===== config.mk =====
export PLATFORM = sky130hd
export DESIGN_NAME = source_text_tokenizer
export DESIGN_NICKNAME = d
export VERILOG_FILES = /design/src/design/srct_pkg.sv /design/src/design/srct_front.sv /design/src/design/srct_queue.sv /design/src/design/srct_back.sv /design/src/design/source_text_tokenizer.sv
export SDC_FILE = /design/constraint.sdc
export NUM_CORES = 1
export LEC_CHECK = 0
export BUFFER_PORTS_ARGS = -buffer_cell sky130_fd_sc_hd__buf_2
export CAP_MARGIN = 10
export CORE_ASPECT_RATIO = 1.1
export CORE_MARGIN = 2
export CORE_UTILIZATION = 60
export DETAILED_ROUTE_END_ITERATION = 12
export HOLD_SLACK_MARGIN = 0.15
export PLACE_DENSITY = 0.76
export SLEW_MARGIN = 25
export SYNTH_ARGS = -nofsm -noshare
export SYNTH_HDL_FRONTEND = slang
export SYNTH_SLANG_ARGS = --single-unit

===== constraint.sdc =====
create_clock -name clk_i -period 11.7 [get_ports clk_i]
set_input_delay 1.755 -clock clk_i [delete_from_list [all_inputs] [get_ports clk_i]]
set_output_delay 1.755 -clock clk_i [all_outputs]
set_load 0.01 [all_outputs]

===== src/design/srct_pkg.sv =====
`timescale 1ns / 1ps
// ----------------------------------------------------------------------------
// Source text tokenizer package
// Shared widths, token codes and the token and bundle types that pass from
// the scanner through the queue to the output stage.
// ----------------------------------------------------------------------------
package srct_pkg;

  localparam int OffsetBits = 16;
  localparam int MaxTok     = 3;
  localparam int TokIdxW    = $clog2(MaxTok);
  localparam int TokCntW    = $clog2(MaxTok + 1);
  localparam int QDepth     = 4;
  localparam int QPtrW      = $clog2(QDepth);
  localparam int QCntW      = $clog2(QDepth + 1);

  typedef enum logic [2:0] {
    KIND_ERR   = 3'd0,
    KIND_INT   = 3'd1,
    KIND_FLOAT = 3'd2,
    KIND_OP    = 3'd3,
    KIND_KW    = 3'd4,
    KIND_ID    = 3'd5
  } kind_e;

  localparam logic [2:0] BASE_DEC = 3'd0;
  localparam logic [2:0] BASE_HEX = 3'd1;
  localparam logic [2:0] BASE_OCT = 3'd2;
  localparam logic [2:0] BASE_BIN = 3'd3;

  localparam logic [2:0] SUB_NONE   = 3'd0;
  localparam logic [2:0] SUB_DEFINE = 3'd0;
  localparam logic [2:0] SUB_DSLASH = 3'd1;
  localparam logic [2:0] SUB_ASSIGN = 3'd2;
  localparam logic [2:0] SUB_PLUS   = 3'd3;
  localparam logic [2:0] SUB_MINUS  = 3'd4;
  localparam logic [2:0] SUB_STAR   = 3'd5;
  localparam logic [2:0] SUB_SLASH  = 3'd6;
  localparam logic [2:0] SUB_EQUAL  = 3'd7;

  typedef struct packed {
    kind_e       kind;
    logic [2:0]  sub;
    logic [15:0] start;
    logic [15:0] len;
  } token_t;

  typedef struct packed {
    token_t [MaxTok-1:0] tok;
    logic [TokCntW-1:0]  cnt;
  } bundle_t;

endpackage


===== src/design/srct_front.sv =====
`timescale 1ns / 1ps
// ----------------------------------------------------------------------------
// Source text tokenizer scanner
// Accepts one byte per cycle unless the queue is full, advances the scan mode
// and gathers the tokens the byte completes into one bundle for the queue.
// ----------------------------------------------------------------------------
module srct_front (
  input  logic                  clk_i,
  input  logic                  rst_ni,
  input  logic                  in_valid_i,
  output logic                  in_stall_o,
  input  logic [7:0]            char_code_i,
  input  logic                  last_char_i,
  input  logic                  q_full_i,
  output logic                  q_push_o,
  output srct_pkg::bundle_t     q_data_o
);

  typedef logic [srct_pkg::OffsetBits-1:0] offs_t;

  typedef enum logic [3:0] {
    MODE_IDLE   = 4'd0,
    MODE_ZERO   = 4'd1,
    MODE_DEC    = 4'd2,
    MODE_FLOAT  = 4'd3,
    MODE_HEX    = 4'd4,
    MODE_OCT    = 4'd5,
    MODE_BIN    = 4'd6,
    MODE_IDENT  = 4'd7,
    MODE_SLASH  = 4'd8,
    MODE_COLON1 = 4'd9,
    MODE_COLON2 = 4'd10
  } mode_e;

  typedef struct packed {
    logic [1:0]       n;
    srct_pkg::token_t a;
    srct_pkg::token_t b;
  } flush_t;

  localparam logic [1:0] KW_NONE = 2'd0;
  localparam logic [1:0] KW_I    = 2'd1;
  localparam logic [1:0] KW_IF   = 2'd2;

  localparam offs_t LEN_ONE   = offs_t'(1);
  localparam offs_t LEN_TWO   = offs_t'(2);
  localparam offs_t LEN_THREE = offs_t'(3);
  localparam offs_t LEN_MAX   = '1;

  localparam logic [7:0] CH_ZERO  = 8'h30;
  localparam logic [7:0] CH_ONE   = 8'h31;
  localparam logic [7:0] CH_SEVEN = 8'h37;
  localparam logic [7:0] CH_NINE  = 8'h39;
  localparam logic [7:0] CH_LC_A  = 8'h61;
  localparam logic [7:0] CH_LC_B  = 8'h62;
  localparam logic [7:0] CH_LC_F  = 8'h66;
  localparam logic [7:0] CH_LC_I  = 8'h69;
  localparam logic [7:0] CH_LC_O  = 8'h6F;
  localparam logic [7:0] CH_LC_X  = 8'h78;
  localparam logic [7:0] CH_LC_Z  = 8'h7A;
  localparam logic [7:0] CH_UC_A  = 8'h41;
  localparam logic [7:0] CH_UC_Z  = 8'h5A;
  localparam logic [7:0] CH_USCORE = 8'h5F;
  localparam logic [7:0] CH_DOT   = 8'h2E;
  localparam logic [7:0] CH_COLON = 8'h3A;
  localparam logic [7:0] CH_SLASH = 8'h2F;
  localparam logic [7:0] CH_PLUS  = 8'h2B;
  localparam logic [7:0] CH_MINUS = 8'h2D;
  localparam logic [7:0] CH_STAR  = 8'h2A;
  localparam logic [7:0] CH_EQUAL = 8'h3D;
  localparam logic [7:0] CH_SPACE = 8'h20;
  localparam logic [7:0] CH_TAB   = 8'h09;
  localparam logic [7:0] CH_CR    = 8'h0D;

  function automatic logic is_dec_char(logic [7:0] c);
    return (c >= CH_ZERO) && (c <= CH_NINE);
  endfunction

  function automatic logic is_hex(logic [7:0] c);
    return is_dec_char(c) || ((c >= CH_LC_A) && (c <= CH_LC_F));
  endfunction

  function automatic logic is_oct(logic [7:0] c);
    return (c >= CH_ZERO) && (c <= CH_SEVEN);
  endfunction

  function automatic logic is_bin(logic [7:0] c);
    return (c == CH_ZERO) || (c == CH_ONE);
  endfunction

  function automatic logic is_idstart(logic [7:0] c);
    return ((c >= CH_UC_A) && (c <= CH_UC_Z)) || ((c >= CH_LC_A) && (c <= CH_LC_Z)) ||
           (c == CH_USCORE);
  endfunction

  function automatic logic is_space(logic [7:0] c);
    return (c == CH_SPACE) || ((c >= CH_TAB) && (c <= CH_CR));
  endfunction

  function automatic offs_t grow(offs_t len);
    return (len == LEN_MAX) ? len : len + LEN_ONE;
  endfunction

  function automatic srct_pkg::token_t mk_tok(srct_pkg::kind_e k, logic [2:0] s,
                                              offs_t st, offs_t ln);
    srct_pkg::token_t t;
    t.kind  = k;
    t.sub   = s;
    t.start = 16'(st);
    t.len   = (32'(ln) > 32'h0000_FFFF) ? 16'hFFFF : 16'(ln);
    return t;
  endfunction

  function automatic flush_t flush_f(mode_e m, offs_t st, offs_t ln, logic [1:0] kw);
    flush_t f;
    f = '0;
    case (m)
      MODE_ZERO, MODE_DEC: begin
        f.n = 2'd1;
        f.a = mk_tok(srct_pkg::KIND_INT, srct_pkg::BASE_DEC, st, ln);
      end
      MODE_FLOAT: begin
        f.n = 2'd1;
        f.a = mk_tok(srct_pkg::KIND_FLOAT, srct_pkg::SUB_NONE, st, ln);
      end
      MODE_HEX: begin
        f.n = 2'd1;
        f.a = mk_tok(srct_pkg::KIND_INT, srct_pkg::BASE_HEX, st, ln);
      end
      MODE_OCT: begin
        f.n = 2'd1;
        f.a = mk_tok(srct_pkg::KIND_INT, srct_pkg::BASE_OCT, st, ln);
      end
      MODE_BIN: begin
        f.n = 2'd1;
        f.a = mk_tok(srct_pkg::KIND_INT, srct_pkg::BASE_BIN, st, ln);
      end
      MODE_IDENT: begin
        f.n = 2'd1;
        if ((kw == KW_IF) && (ln == LEN_TWO)) begin
          f.a = mk_tok(srct_pkg::KIND_KW, srct_pkg::SUB_NONE, st, ln);
        end else begin
          f.a = mk_tok(srct_pkg::KIND_ID, srct_pkg::SUB_NONE, st, ln);
        end
      end
      MODE_SLASH: begin
        f.n = 2'd1;
        f.a = mk_tok(srct_pkg::KIND_OP, srct_pkg::SUB_SLASH, st, LEN_ONE);
      end
      MODE_COLON1: begin
        f.n = 2'd1;
        f.a = mk_tok(srct_pkg::KIND_ERR, srct_pkg::SUB_NONE, st, LEN_ONE);
      end
      MODE_COLON2: begin
        f.n = 2'd2;
        f.a = mk_tok(srct_pkg::KIND_ERR, srct_pkg::SUB_NONE, st, LEN_ONE);
        f.b = mk_tok(srct_pkg::KIND_ERR, srct_pkg::SUB_NONE, st + LEN_ONE, LEN_ONE);
      end
      default: begin
        f.n = 2'd0;
      end
    endcase
    return f;
  endfunction

  mode_e      mode_q, mode_d;
  offs_t      start_q, start_d;
  offs_t      len_q, len_d;
  offs_t      pos_q, pos_d;
  logic [1:0] kw_q, kw_d;

  srct_pkg::token_t [srct_pkg::MaxTok-1:0] tok_v;
  logic [srct_pkg::TokCntW-1:0]            n_v;
  logic                                    brk_v;
  flush_t                                  fl_v;
  flush_t                                  fe_v;
  logic                                    accept;

  assign in_stall_o = q_full_i;
  assign accept     = in_valid_i && !q_full_i;

  always_comb begin
    mode_d  = mode_q;
    start_d = start_q;
    len_d   = len_q;
    kw_d    = kw_q;
    tok_v   = '0;
    n_v     = '0;
    brk_v   = 1'b0;

    case (mode_q)
      MODE_ZERO: begin
        if (char_code_i == CH_LC_X) begin
          mode_d = MODE_HEX;
          len_d  = grow(len_q);
        end else if (char_code_i == CH_LC_O) begin
          mode_d = MODE_OCT;
          len_d  = grow(len_q);
        end else if (char_code_i == CH_LC_B) begin
          mode_d = MODE_BIN;
          len_d  = grow(len_q);
        end else if (is_dec_char(char_code_i)) begin
          mode_d = MODE_DEC;
          len_d  = grow(len_q);
        end else if (char_code_i == CH_DOT) begin
          mode_d = MODE_FLOAT;
          len_d  = grow(len_q);
        end else begin
          brk_v = 1'b1;
        end
      end
      MODE_DEC: begin
        if (is_dec_char(char_code_i)) begin
          len_d = grow(len_q);
        end else if (char_code_i == CH_DOT) begin
          mode_d = MODE_FLOAT;
          len_d  = grow(len_q);
        end else begin
          brk_v = 1'b1;
        end
      end
      MODE_FLOAT: begin
        if (is_dec_char(char_code_i)) len_d = grow(len_q);
        else brk_v = 1'b1;
      end
      MODE_HEX: begin
        if (is_hex(char_code_i)) len_d = grow(len_q);
        else brk_v = 1'b1;
      end
      MODE_OCT: begin
        if (is_oct(char_code_i)) len_d = grow(len_q);
        else brk_v = 1'b1;
      end
      MODE_BIN: begin
        if (is_bin(char_code_i)) len_d = grow(len_q);
        else brk_v = 1'b1;
      end
      MODE_IDENT: begin
        if (is_idstart(char_code_i) || is_dec_char(char_code_i)) begin
          kw_d  = ((kw_q == KW_I) && (char_code_i == CH_LC_F)) ? KW_IF : KW_NONE;
          len_d = grow(len_q);
        end else begin
          brk_v = 1'b1;
        end
      end
      MODE_SLASH: begin
        if (char_code_i == CH_SLASH) begin
          tok_v[n_v] = mk_tok(srct_pkg::KIND_OP, srct_pkg::SUB_DSLASH, start_q, LEN_TWO);
          n_v        = n_v + 1'b1;
          mode_d     = MODE_IDLE;
        end else begin
          brk_v = 1'b1;
        end
      end
      MODE_COLON1: begin
        if (char_code_i == CH_EQUAL) begin
          tok_v[n_v] = mk_tok(srct_pkg::KIND_OP, srct_pkg::SUB_ASSIGN, start_q, LEN_TWO);
          n_v        = n_v + 1'b1;
          mode_d     = MODE_IDLE;
        end else if (char_code_i == CH_COLON) begin
          mode_d = MODE_COLON2;
          len_d  = grow(len_q);
        end else begin
          brk_v = 1'b1;
        end
      end
      MODE_COLON2: begin
        if (char_code_i == CH_EQUAL) begin
          tok_v[n_v] = mk_tok(srct_pkg::KIND_OP, srct_pkg::SUB_DEFINE, start_q, LEN_THREE);
          n_v        = n_v + 1'b1;
          mode_d     = MODE_IDLE;
        end else if (char_code_i == CH_COLON) begin
          tok_v[n_v] = mk_tok(srct_pkg::KIND_ERR, srct_pkg::SUB_NONE, start_q, LEN_ONE);
          n_v        = n_v + 1'b1;
          start_d    = start_q + LEN_ONE;
        end else begin
          brk_v = 1'b1;
        end
      end
      default: begin
        brk_v = 1'b1;
      end
    endcase

    fl_v = flush_f(mode_q, start_q, len_q, kw_q);
    if (brk_v) begin
      if (fl_v.n != 2'd0) begin
        tok_v[n_v] = fl_v.a;
        n_v        = n_v + 1'b1;
      end
      if (fl_v.n == 2'd2) begin
        tok_v[n_v] = fl_v.b;
        n_v        = n_v + 1'b1;
      end
      mode_d = MODE_IDLE;
      kw_d   = KW_NONE;
      if (is_space(char_code_i)) begin
        mode_d = MODE_IDLE;
      end else if (char_code_i == CH_ZERO) begin
        mode_d  = MODE_ZERO;
        start_d = pos_q;
        len_d   = LEN_ONE;
      end else if (is_dec_char(char_code_i)) begin
        mode_d  = MODE_DEC;
        start_d = pos_q;
        len_d   = LEN_ONE;
      end else if (is_idstart(char_code_i)) begin
        mode_d  = MODE_IDENT;
        start_d = pos_q;
        len_d   = LEN_ONE;
        kw_d    = (char_code_i == CH_LC_I) ? KW_I : KW_NONE;
      end else if (char_code_i == CH_COLON) begin
        mode_d  = MODE_COLON1;
        start_d = pos_q;
        len_d   = LEN_ONE;
      end else if (char_code_i == CH_SLASH) begin
        mode_d  = MODE_SLASH;
        start_d = pos_q;
        len_d   = LEN_ONE;
      end else if (char_code_i == CH_PLUS) begin
        tok_v[n_v] = mk_tok(srct_pkg::KIND_OP, srct_pkg::SUB_PLUS, pos_q, LEN_ONE);
        n_v        = n_v + 1'b1;
      end else if (char_code_i == CH_MINUS) begin
        tok_v[n_v] = mk_tok(srct_pkg::KIND_OP, srct_pkg::SUB_MINUS, pos_q, LEN_ONE);
        n_v        = n_v + 1'b1;
      end else if (char_code_i == CH_STAR) begin
        tok_v[n_v] = mk_tok(srct_pkg::KIND_OP, srct_pkg::SUB_STAR, pos_q, LEN_ONE);
        n_v        = n_v + 1'b1;
      end else if (char_code_i == CH_EQUAL) begin
        tok_v[n_v] = mk_tok(srct_pkg::KIND_OP, srct_pkg::SUB_EQUAL, pos_q, LEN_ONE);
        n_v        = n_v + 1'b1;
      end else begin
        tok_v[n_v] = mk_tok(srct_pkg::KIND_ERR, srct_pkg::SUB_NONE, pos_q, LEN_ONE);
        n_v        = n_v + 1'b1;
      end
    end

    fe_v = flush_f(mode_d, start_d, len_d, kw_d);
    if (last_char_i) begin
      if (fe_v.n != 2'd0) begin
        tok_v[n_v] = fe_v.a;
        n_v        = n_v + 1'b1;
      end
      if (fe_v.n == 2'd2) begin
        tok_v[n_v] = fe_v.b;
        n_v        = n_v + 1'b1;
      end
      mode_d = MODE_IDLE;
      kw_d   = KW_NONE;
      pos_d  = '0;
    end else begin
      pos_d = pos_q + LEN_ONE;
    end
  end

  assign q_push_o     = accept && (n_v != '0);
  assign q_data_o.tok = tok_v;
  assign q_data_o.cnt = n_v;

  always_ff @(posedge clk_i or negedge rst_ni) begin
    if (!rst_ni) begin
      mode_q  <= MODE_IDLE;
      start_q <= '0;
      len_q   <= '0;
      pos_q   <= '0;
      kw_q    <= KW_NONE;
    end else if (accept) begin
      mode_q  <= mode_d;
      start_q <= start_d;
      len_q   <= len_d;
      pos_q   <= pos_d;
      kw_q    <= kw_d;
    end
  end

endmodule


===== src/design/srct_queue.sv =====
`timescale 1ns / 1ps
// ----------------------------------------------------------------------------
// Source text tokenizer bundle queue
// A short first-in first-out queue of token bundles between the scanner and
// the output stage, with the head shown directly from its registers.
// ----------------------------------------------------------------------------
module srct_queue (
  input  logic              clk_i,
  input  logic              rst_ni,
  input  logic              push_i,
  input  srct_pkg::bundle_t push_data_i,
  output logic              full_o,
  input  logic              pop_i,
  output logic              empty_o,
  output srct_pkg::bundle_t head_o
);

  srct_pkg::bundle_t                   mem_q [srct_pkg::QDepth];
  logic [srct_pkg::QPtrW-1:0]          wr_ptr_q;
  logic [srct_pkg::QPtrW-1:0]          rd_ptr_q;
  logic [srct_pkg::QCntW-1:0]          cnt_q;
  logic                                do_push;
  logic                                do_pop;

  assign full_o  = (cnt_q == srct_pkg::QCntW'(srct_pkg::QDepth));
  assign empty_o = (cnt_q == '0);
  assign head_o  = mem_q[rd_ptr_q];
  assign do_push = push_i && !full_o;
  assign do_pop  = pop_i && !empty_o;

  always_ff @(posedge clk_i) begin
    if (do_push) begin
      mem_q[wr_ptr_q] <= push_data_i;
    end
  end

  always_ff @(posedge clk_i or negedge rst_ni) begin
    if (!rst_ni) begin
      wr_ptr_q <= '0;
      rd_ptr_q <= '0;
      cnt_q    <= '0;
    end else begin
      if (do_push) wr_ptr_q <= wr_ptr_q + 1'b1;
      if (do_pop) rd_ptr_q <= rd_ptr_q + 1'b1;
      if (do_push && !do_pop) begin
        cnt_q <= cnt_q + 1'b1;
      end else if (do_pop && !do_push) begin
        cnt_q <= cnt_q - 1'b1;
      end
    end
  end

endmodule


===== src/design/srct_back.sv =====
`timescale 1ns / 1ps
// ----------------------------------------------------------------------------
// Source text tokenizer output stage
// Takes the bundle at the head of the queue apart into single tokens and
// presents them from an output register, one per cycle unless stalled.
// ----------------------------------------------------------------------------
module srct_back (
  input  logic              clk_i,
  input  logic              rst_ni,
  input  logic              q_empty_i,
  input  srct_pkg::bundle_t q_head_i,
  output logic              q_pop_o,
  output logic              out_valid_o,
  input  logic              out_stall_i,
  output srct_pkg::token_t  tok_o,
  output logic              last_o
);

  logic                         out_valid_q;
  srct_pkg::token_t             tok_q;
  logic                         last_q;
  logic [srct_pkg::TokIdxW-1:0] idx_q;
  logic                         load;
  logic                         is_last;

  assign load    = !q_empty_i && (!out_valid_q || !out_stall_i);
  assign is_last = ((srct_pkg::TokCntW'(idx_q) + srct_pkg::TokCntW'(1)) == q_head_i.cnt);
  assign q_pop_o = load && is_last;

  always_ff @(posedge clk_i) begin
    if (load) begin
      tok_q  <= q_head_i.tok[idx_q];
      last_q <= is_last;
    end
  end

  always_ff @(posedge clk_i or negedge rst_ni) begin
    if (!rst_ni) begin
      out_valid_q <= 1'b0;
      idx_q       <= '0;
    end else begin
      if (load) begin
        out_valid_q <= 1'b1;
        idx_q       <= is_last ? '0 : idx_q + 1'b1;
      end else if (!out_stall_i) begin
        out_valid_q <= 1'b0;
      end
    end
  end

  assign out_valid_o = out_valid_q;
  assign tok_o       = tok_q;
  assign last_o      = last_q;

endmodule


===== src/design/source_text_tokenizer.sv =====
`timescale 1ns / 1ps
// ----------------------------------------------------------------------------
// Source text tokenizer
// Splits a byte stream of source text into number, operator, keyword,
// identifier and error tokens, with offset and length for each token.
//
//   Channel | Handshake                  | Payload
//   --------+----------------------------+------------------------------------
//   input   | in_valid_i / in_stall_o    | char_code_i, last_char_i
//   output  | out_valid_o / out_stall_i  | token_kind_o, token_sub_o,
//           |                            | token_start_o, token_length_o,
//           |                            | last_of_run_o
//
// One byte is taken every cycle while the bundle queue has room. A token
// goes from the byte that completes it into a queue entry and then the
// output register, which gives one token per cycle unless the output is
// stalled, so bytes that end up to three tokens drain at that rate. Reset
// clears the scan state, empties the queue and clears the output valid flag.
// An output stall fills the four-entry queue before the input stalls.
// ----------------------------------------------------------------------------
module source_text_tokenizer (
  input  logic        clk_i,
  input  logic        rst_ni,
  input  logic        in_valid_i,
  output logic        in_stall_o,
  input  logic [7:0]  char_code_i,
  input  logic        last_char_i,
  output logic        out_valid_o,
  input  logic        out_stall_i,
  output logic [2:0]  token_kind_o,
  output logic [2:0]  token_sub_o,
  output logic [15:0] token_start_o,
  output logic [15:0] token_length_o,
  output logic        last_of_run_o
);

  logic              q_push;
  srct_pkg::bundle_t q_data;
  logic              q_full;
  logic              q_pop;
  logic              q_empty;
  srct_pkg::bundle_t q_head;
  srct_pkg::token_t  tok;

  srct_front u_front (
    .clk_i       (clk_i),
    .rst_ni      (rst_ni),
    .in_valid_i  (in_valid_i),
    .in_stall_o  (in_stall_o),
    .char_code_i (char_code_i),
    .last_char_i (last_char_i),
    .q_full_i    (q_full),
    .q_push_o    (q_push),
    .q_data_o    (q_data)
  );

  srct_queue u_queue (
    .clk_i       (clk_i),
    .rst_ni      (rst_ni),
    .push_i      (q_push),
    .push_data_i (q_data),
    .full_o      (q_full),
    .pop_i       (q_pop),
    .empty_o     (q_empty),
    .head_o      (q_head)
  );

  srct_back u_back (
    .clk_i       (clk_i),
    .rst_ni      (rst_ni),
    .q_empty_i   (q_empty),
    .q_head_i    (q_head),
    .q_pop_o     (q_pop),
    .out_valid_o (out_valid_o),
    .out_stall_i (out_stall_i),
    .tok_o       (tok),
    .last_o      (last_of_run_o)
  );

  assign token_kind_o   = tok.kind;
  assign token_sub_o    = tok.sub;
  assign token_start_o  = tok.start;
  assign token_length_o = tok.len;

endmodule


-- Yosys cells after proc, flatten, opt, wreduce, memory -nomap -nowiden
Memory sizes are Yosys's and may differ from the RTL's.
Cells that the tools add are included.
- muxes and demuxes: 155
- reduce and logical (&&, ||, !) cells: 46
- magnitude comparators: 21
- add/subtract/negate cells: 14
- equal/unequal tests: 47
- operators by type and width (kind ; count):
    114-bit two-way mux ; 19
    114-bit bitwise mux ; 9
    38-bit one-hot mux with 8 select lines ; 2
    16-bit two-way mux ; 31
    38-bit demux with 2-bit select ; 5
    38-bit two-way mux ; 7
    16-bit one-hot mux with 8 select lines ; 1
    38-bit one-hot mux with 3 select lines ; 1
    32-bit two-way mux ; 3
    8-bit by 6-bit == test with 1-bit output (second input constant) ; 10
    38-bit binary-select mux with 2-bit select ; 1
    37-bit two-way mux ; 2
    36-bit two-way mux ; 2
    4-bit two-way mux ; 18
    16-bit by 1-bit adder with 16-bit output (second input constant) ; 4
    2-bit two-way mux ; 26
    8-bit by 7-bit == test with 1-bit output (second input constant) ; 6
    16-bit by 2-bit == test with 1-bit output (second input constant) ; 2
    4-bit by 3-bit == test with 1-bit output (second input constant) ; 8
    4-bit == test (second input constant) ; 6
    8-bit by 7-bit less-or-equal comparator with 1-bit output (second input constant) ; 3
    1-bit logical AND ; 22
    1-bit two-way mux ; 21
    4-bit one-hot mux with 5 select lines ; 1
    28 further kinds ; 73
- memories: 1
- register bits: 103
- memory bits (writable): 464
- logic and storage cells: 299
- output and inout port bits: 41
- memory list (name ; words ; width ; rd ports ; clocked after memory_dff ; write ports ; line ; RTL):
    u_queue.mem_q ; 4 ; 116 ; 1 ; 0 ; 1 ; srct_queue.sv:18 ; srct_pkg::bundle_t mem_q [srct_pkg::QDepth];

-- Depth between registers and ports, before layout
- depth after elaboration: 33
- mapped depth: 25
- gate-level depth less buffers: 21

-- By module
From an unflattened synthesis, not the netlist that was laid out.
- cell total of the unflattened synthesis: 2238
- area total of the unflattened synthesis: 28382.2 µm²
- modules (own cells, without submodules) (module ; cells each ; area an instance (µm²) ; sequential area each (µm²) ; instances):
    srct_queue ; 642 ; 17110.2 ; 14108.5 ; 1
    srct_front ; 1410 ; 9140.0 ; 1351.3 ; 1
    srct_back ; 186 ; 2132.0 ; 1246.2 ; 1

-- Worst setup path before layout
Ideal clock, no wire load.
- path kind: input-to-reg
- start point: input char_code_i[2]
- end point: memory u_queue.mem_q[0][0] (netlist bit), enable pin
- buffers on the path: 4
- arrival: 9034 ps
- slack: 2177 ps
- data required time: 11211 ps
- stages: 20
- library setup time: 489 ps
- cells stage by stage: clkbuf_1 > buf_2 > nor4bb_1 > nand3_1 > o21ai_0 > clkbuf_1 > buf_1 > ha_1 > xnor2_1 > inv_1 > xnor2_1 > o21ai_1 > ha_1 > mux2_2 > ha_1 > inv_1 > a22o_1 > a22o_1 > o21a_1 > and2_1
- RTL lines (what ; line ; RTL):
    start: declaration ; source_text_tokenizer.sv:26 ; input logic [7:0] char_code_i,
    end: declaration ; srct_queue.sv:18 ;

==> load_flow_metrics.sql <==
INSERT INTO impl_metrics (metric_group, metric, value, unit) VALUES
('power_and_ir_drop', 'total_power', '7.57', 'mW'),
('drt', 'route.detailed.drc', '0', ''),
('sta', 'timing.hold.ws', '0.497', 'ns'),
('flow_run', 'max-cap-violations', '0', ''),
('logic_synthesis', 'synthFlopType', 'edfxtp_1', ''),
('placed_design', 'hpwlAfterDp', '49500', 'µm'),
('logic_synthesis', 'ys_async_sr_fraction', '11.3', '%'),
('logic_synthesis', 'yosys.area_share.simple', '11.2', '%'),
('clock_network', 'cts_tree', 'done', ''),
('sta', 'min_period_over_period', '70.7', '%'),
('logic_synthesis', 'xor_and_xnor_fraction_of_the_mapped_netlist_area', '1.81', '%'),
('logic_synthesis', 'post_synth_instance_area', '28100', 'µm²'),
('logic_synthesis', 'yosys.cell_types.count', '93', ''),
('sta', 'worst_slew_pin_slew', '0.999', 'ns'),
('sta', 'clock-skew-final', '0.0228', 'ns'),
('drt', 'post_detailed_routing_wire_length', '76900', 'µm'),
('critical_path', 'worstSetupStartpointType', 'input pin', ''),
('logic_synthesis', 'yosys-mux-area-fraction', '11.6', '%'),
('drt', 'postRouteAntennaNets', '0', ''),
('drt', 'drt-wirelength-per-cell', '27.3', 'µm'),
('logic_synthesis', 'yosysTopAreaCell', 'edfxtp_1', ''),
('critical_path', 'path_cells', 'buf_2, nor4bb_2, nand3_1, o21ai_1, ha_1, xnor2_1, inv_1, xnor2_1, o21ai_1, ha_1, mux2_2, ha_1, inv_1, a22o_1, a22o_1, o21a_1, and2_4, buf_4', ''),
('clock_network', 'htree_levels', '2', ''),
('drt', 'drt-pass1-iter-count', '8', ''),
('critical_path', 'critical-path-slowest-cell', 'and2_4', ''),
('die', 'floorplan.die.width', '210', 'µm'),
('sta', 'fmax', '0.121', 'GHz'),
('clock_network', 'clk_root_buffer_cell', 'clkbuf_16', ''),
('critical_path', 'cp.required', '11.94', 'ns'),
('die', 'start_util', '60.4', '%'),
('critical_path', 'critPathMaxFanout', '62', ''),
('placed_design', 'place_worst_setup_slack', '2.60', 'ns'),
('clock_network', 'cts_inserted_buffers', '53', ''),
('cells_and_area', 'area_growth', '8.32', '%'),
('logic_synthesis', 'seq_area_frac_synth', '59.5', '%'),
('die', 'io-pin-count', '54', ''),
('logic_synthesis', 'synth-adder-area-share', '1.05', '%'),
('critical_path', 'critical_path_arrival', '8.51', 'ns'),
('grt', 'grt_overflow_total', '0', ''),
('sta', 'timing.final.crit_period', '8.27', 'ns'),
('sta', 'timing.final.hold_violations', '0', ''),
('drt', 'via_per_inst', '6.91', ''),
('logic_synthesis', 'syn-instance-count', '2208', ''),
('grt', 'grt_max_degree', '67', ''),
('logic_synthesis', 'syn_avg_cell_area', '12.7', 'µm²'),
('critical_path', 'slowest_delay', '0.83', 'ns'),
('placed_design', 'globalplace.congestion', '0.974', ''),
('clock_network', 'cts_hold_buf', '0', ''),
('drt', 'route.vias.total', '19448', ''),
('sta', 'final_max_slew_viol_count', '0', ''),
('run_status', 'run_status', 'finished, final reports clean', ''),
('die', 'die_outline_area', '48500', 'µm²'),
('power_and_ir_drop', 'static-leakage-power', '10.2', 'nW'),
('sta', 'maxSlewHeadroom', '32.8', '%'),
('clock_network', 'cts_post_setup_buffers_inserted', '0', ''),
('grt', 'number_of_global_route_vias_before_repair', '18592', ''),
('power_and_ir_drop', 'power.ir.vdd_worst', '0.000145', 'V'),
('logic_synthesis', 'synth_compound_gate_area_share', '11.9', '%'),
('sta', 'final_number_of_setup_violating_endpoints', '0', ''),
('clock_network', 'clockBufferDepth', '3', ''),
('power_and_ir_drop', 'power_density', '249', 'nW/µm²'),
('drt', 'initialDrtViolationCount', '2666', ''),
('logic_synthesis', 'syn_nets', '2244', ''),
('sta', 'fin_ws', '3.43', 'ns'),
('logic_synthesis', 'total_of_flip_flops_plus_latches_after_synthesis', '567', ''),
('clock_network', 'path_clk_slew', '0.06', 'ns'),
('die', 'core', '46400', 'µm²'),
('clock_network', 'worst_skew_pair.late_latency', '0.62', 'ns'),
('critical_path', 'end_kind', 'flop', ''),
('sta', 'summed_negative_setup_slack_over_all_endpoints', '0', 'ns'),
('placed_design', 'portBuffers', '53', '');
[cells in the final DEF, fill, tap and decap left out, types with 11 or more instances in the layout]
cell type | synthesis | layout
nand2_1 | 239 | 239
xnor2_1 | 39 | 39
clkbuf_16 | 0 | 53
edfxtp_1 | 503 | 503
nor3_1 | 57 | 56
a221oi_1 | 11 | 11
dfrtp_1 | 64 | 61
xor2_1 | 19 | 19
a211oi_1 | 16 | 16
mux4_2 | 116 | 116
buf_2 | 7 | 52
nand4_1 | 19 | 19
a31oi_1 | 15 | 15
o211ai_1 | 14 | 14
buf_4 | 1 | 33
ha_1 | 22 | 22
and2_1 | 18 | 14
nand2b_1 | 12 | 11
o21ai_0 | 203 | 202
o22ai_1 | 21 | 21
clkbuf_1 | 135 | 13
inv_1 | 32 | 32
nor2_1 | 133 | 132
a22oi_1 | 12 | 12
nor4_1 | 21 | 20
and3_1 | 23 | 23
nand3_1 | 55 | 55
mux2i_1 | 52 | 52
a21oi_1 | 97 | 96
o31ai_1 | 18 | 18
[registers in the layout (all words and copies together) (netlist names)]
name                count
u_front.start_q        16
u_back.idx_q            2
u_back.out_valid_o      1
u_queue.rd_ptr_q        2
u_queue.cnt_q           3
u_back.tok_o           38
u_front.kw_q            2
u_queue.mem_q         464
u_front.len_q          16
u_back.last_o           1
u_queue.wr_ptr_q        2
u_front.mode_q          4
u_front.pos_q          16
[per-stage QoR]
stage	util, %	area [µm²]	cells
6_report	65.5	30400	2815
5_1_grt	65.5	30400	2815
4_1_cts	65.4	30400	2815
3_5_place_dp	61.9	28700	2721
3_3_place_gp	61.9	28700	2721
2_1_floorplan	-	28100	2208
[layout make-up]
type / count / area [µm²]
sequential: 567 / 16700
clock buffer: 70 / 1430
timing repair buffer: 87 / 531
tap: 595 / 744
inverter: 32 / 120
multi-input combinational: 1440 / 10600
clock inverter: 24 / 223
fill: 3290 / 16000
[worst paths after layout]
kind                            cells past startpoint                               to                          start  slack (ns)
worst max register to register                     18   u_queue.mem_q[1][30]$_DFFE_PP_  u_front.mode_q[3]$_DFFE_PN0P_        4.22
max in group asynchronous                           1  u_queue.rd_ptr_q[0]$_DFFE_PN0P_                         rst_ni        9.97
min in group asynchronous                           1   u_front.start_q[4]$_DFFE_PN0P_                         rst_ni        1.17
worst min register to register                      1     u_queue.cnt_q[2]$_DFFE_PN0P_   u_queue.cnt_q[2]$_DFFE_PN0P_        0.50
worst min-delay path                                1     u_queue.cnt_q[2]$_DFFE_PN0P_   u_queue.cnt_q[2]$_DFFE_PN0P_        0.50
worst max-delay path                               18   u_queue.mem_q[1][30]$_DFFE_PP_                 char_code_i[3]        3.43
[logic make-up (layout without fill, tap and decap cells)]
logic type,Yosys count,in the layout
mux,178,178
compound gates,530,530
buf+inv,201,213
flops,567,567
simple gates,651,651
xor+xnor,58,58
fa+ha+maj,23,23
[layer usage]
metal / global-route usage, % / vias up / part of all wire (%) / routed length (µm)
met3: 5.02 / 172 / 9.9 / 7620
met1: 46.5 / 9605 / 41 / 31300
li1: - / 8512 / - / -
met4: 11.3 / 0 / 3.5 / 2680
met5: 0 / - / 0 / 0
met2: 49.1 / 1159 / 46 / 35200
[worst max-delay path, delay by kind of cell]
family                   cells  cell delay [ns]
adder cells (fa/ha/maj)      3             0.92
multiplexers                 1             0.31
XOR/XNOR                     2             0.42
AO/OA/AOI/OAI                5             1.42
buffers and inverters        4             1.27
AND/OR/NAND/NOR              3             2.26
[report_power, final]
group / switching (mW) / internal [mW]
registers: 0.286 / 2.91
logic: 1.75 / 0.986
clock network: 0.754 / 0.891
total: 2.79 / 4.78
[synth_stat cells, types with 7 or more instances]
cell and n:
nor2_1 133, dfrtp_1 64, o311ai_0 9, inv_1 32, a21o_1 7, o22ai_1 21, a22oi_1 12, xor2_1 19
or4_1 7, buf_2 7, nand3_1 55, o22a_1 7, o211ai_1 14, a21boi_0 8, or3_1 8, a31oi_1 15
o31ai_1 18, buf_1 22, and2_1 18, a22o_1 8, mux2i_1 52, o21a_1 7, edfxtp_1 503, mux2_2 8
a211oi_1 16, a221oi_1 11, nand2_1 239, ha_1 22, nand2b_1 12, clkbuf_1 135, mux4_2 116, nor4_1 21
xnor2_1 39, nor3_1 57, o21ai_0 203, nor2b_1 10, nand4_1 19, a21oi_1 97, and3_1 23
(Power assumes the default switching activity.)
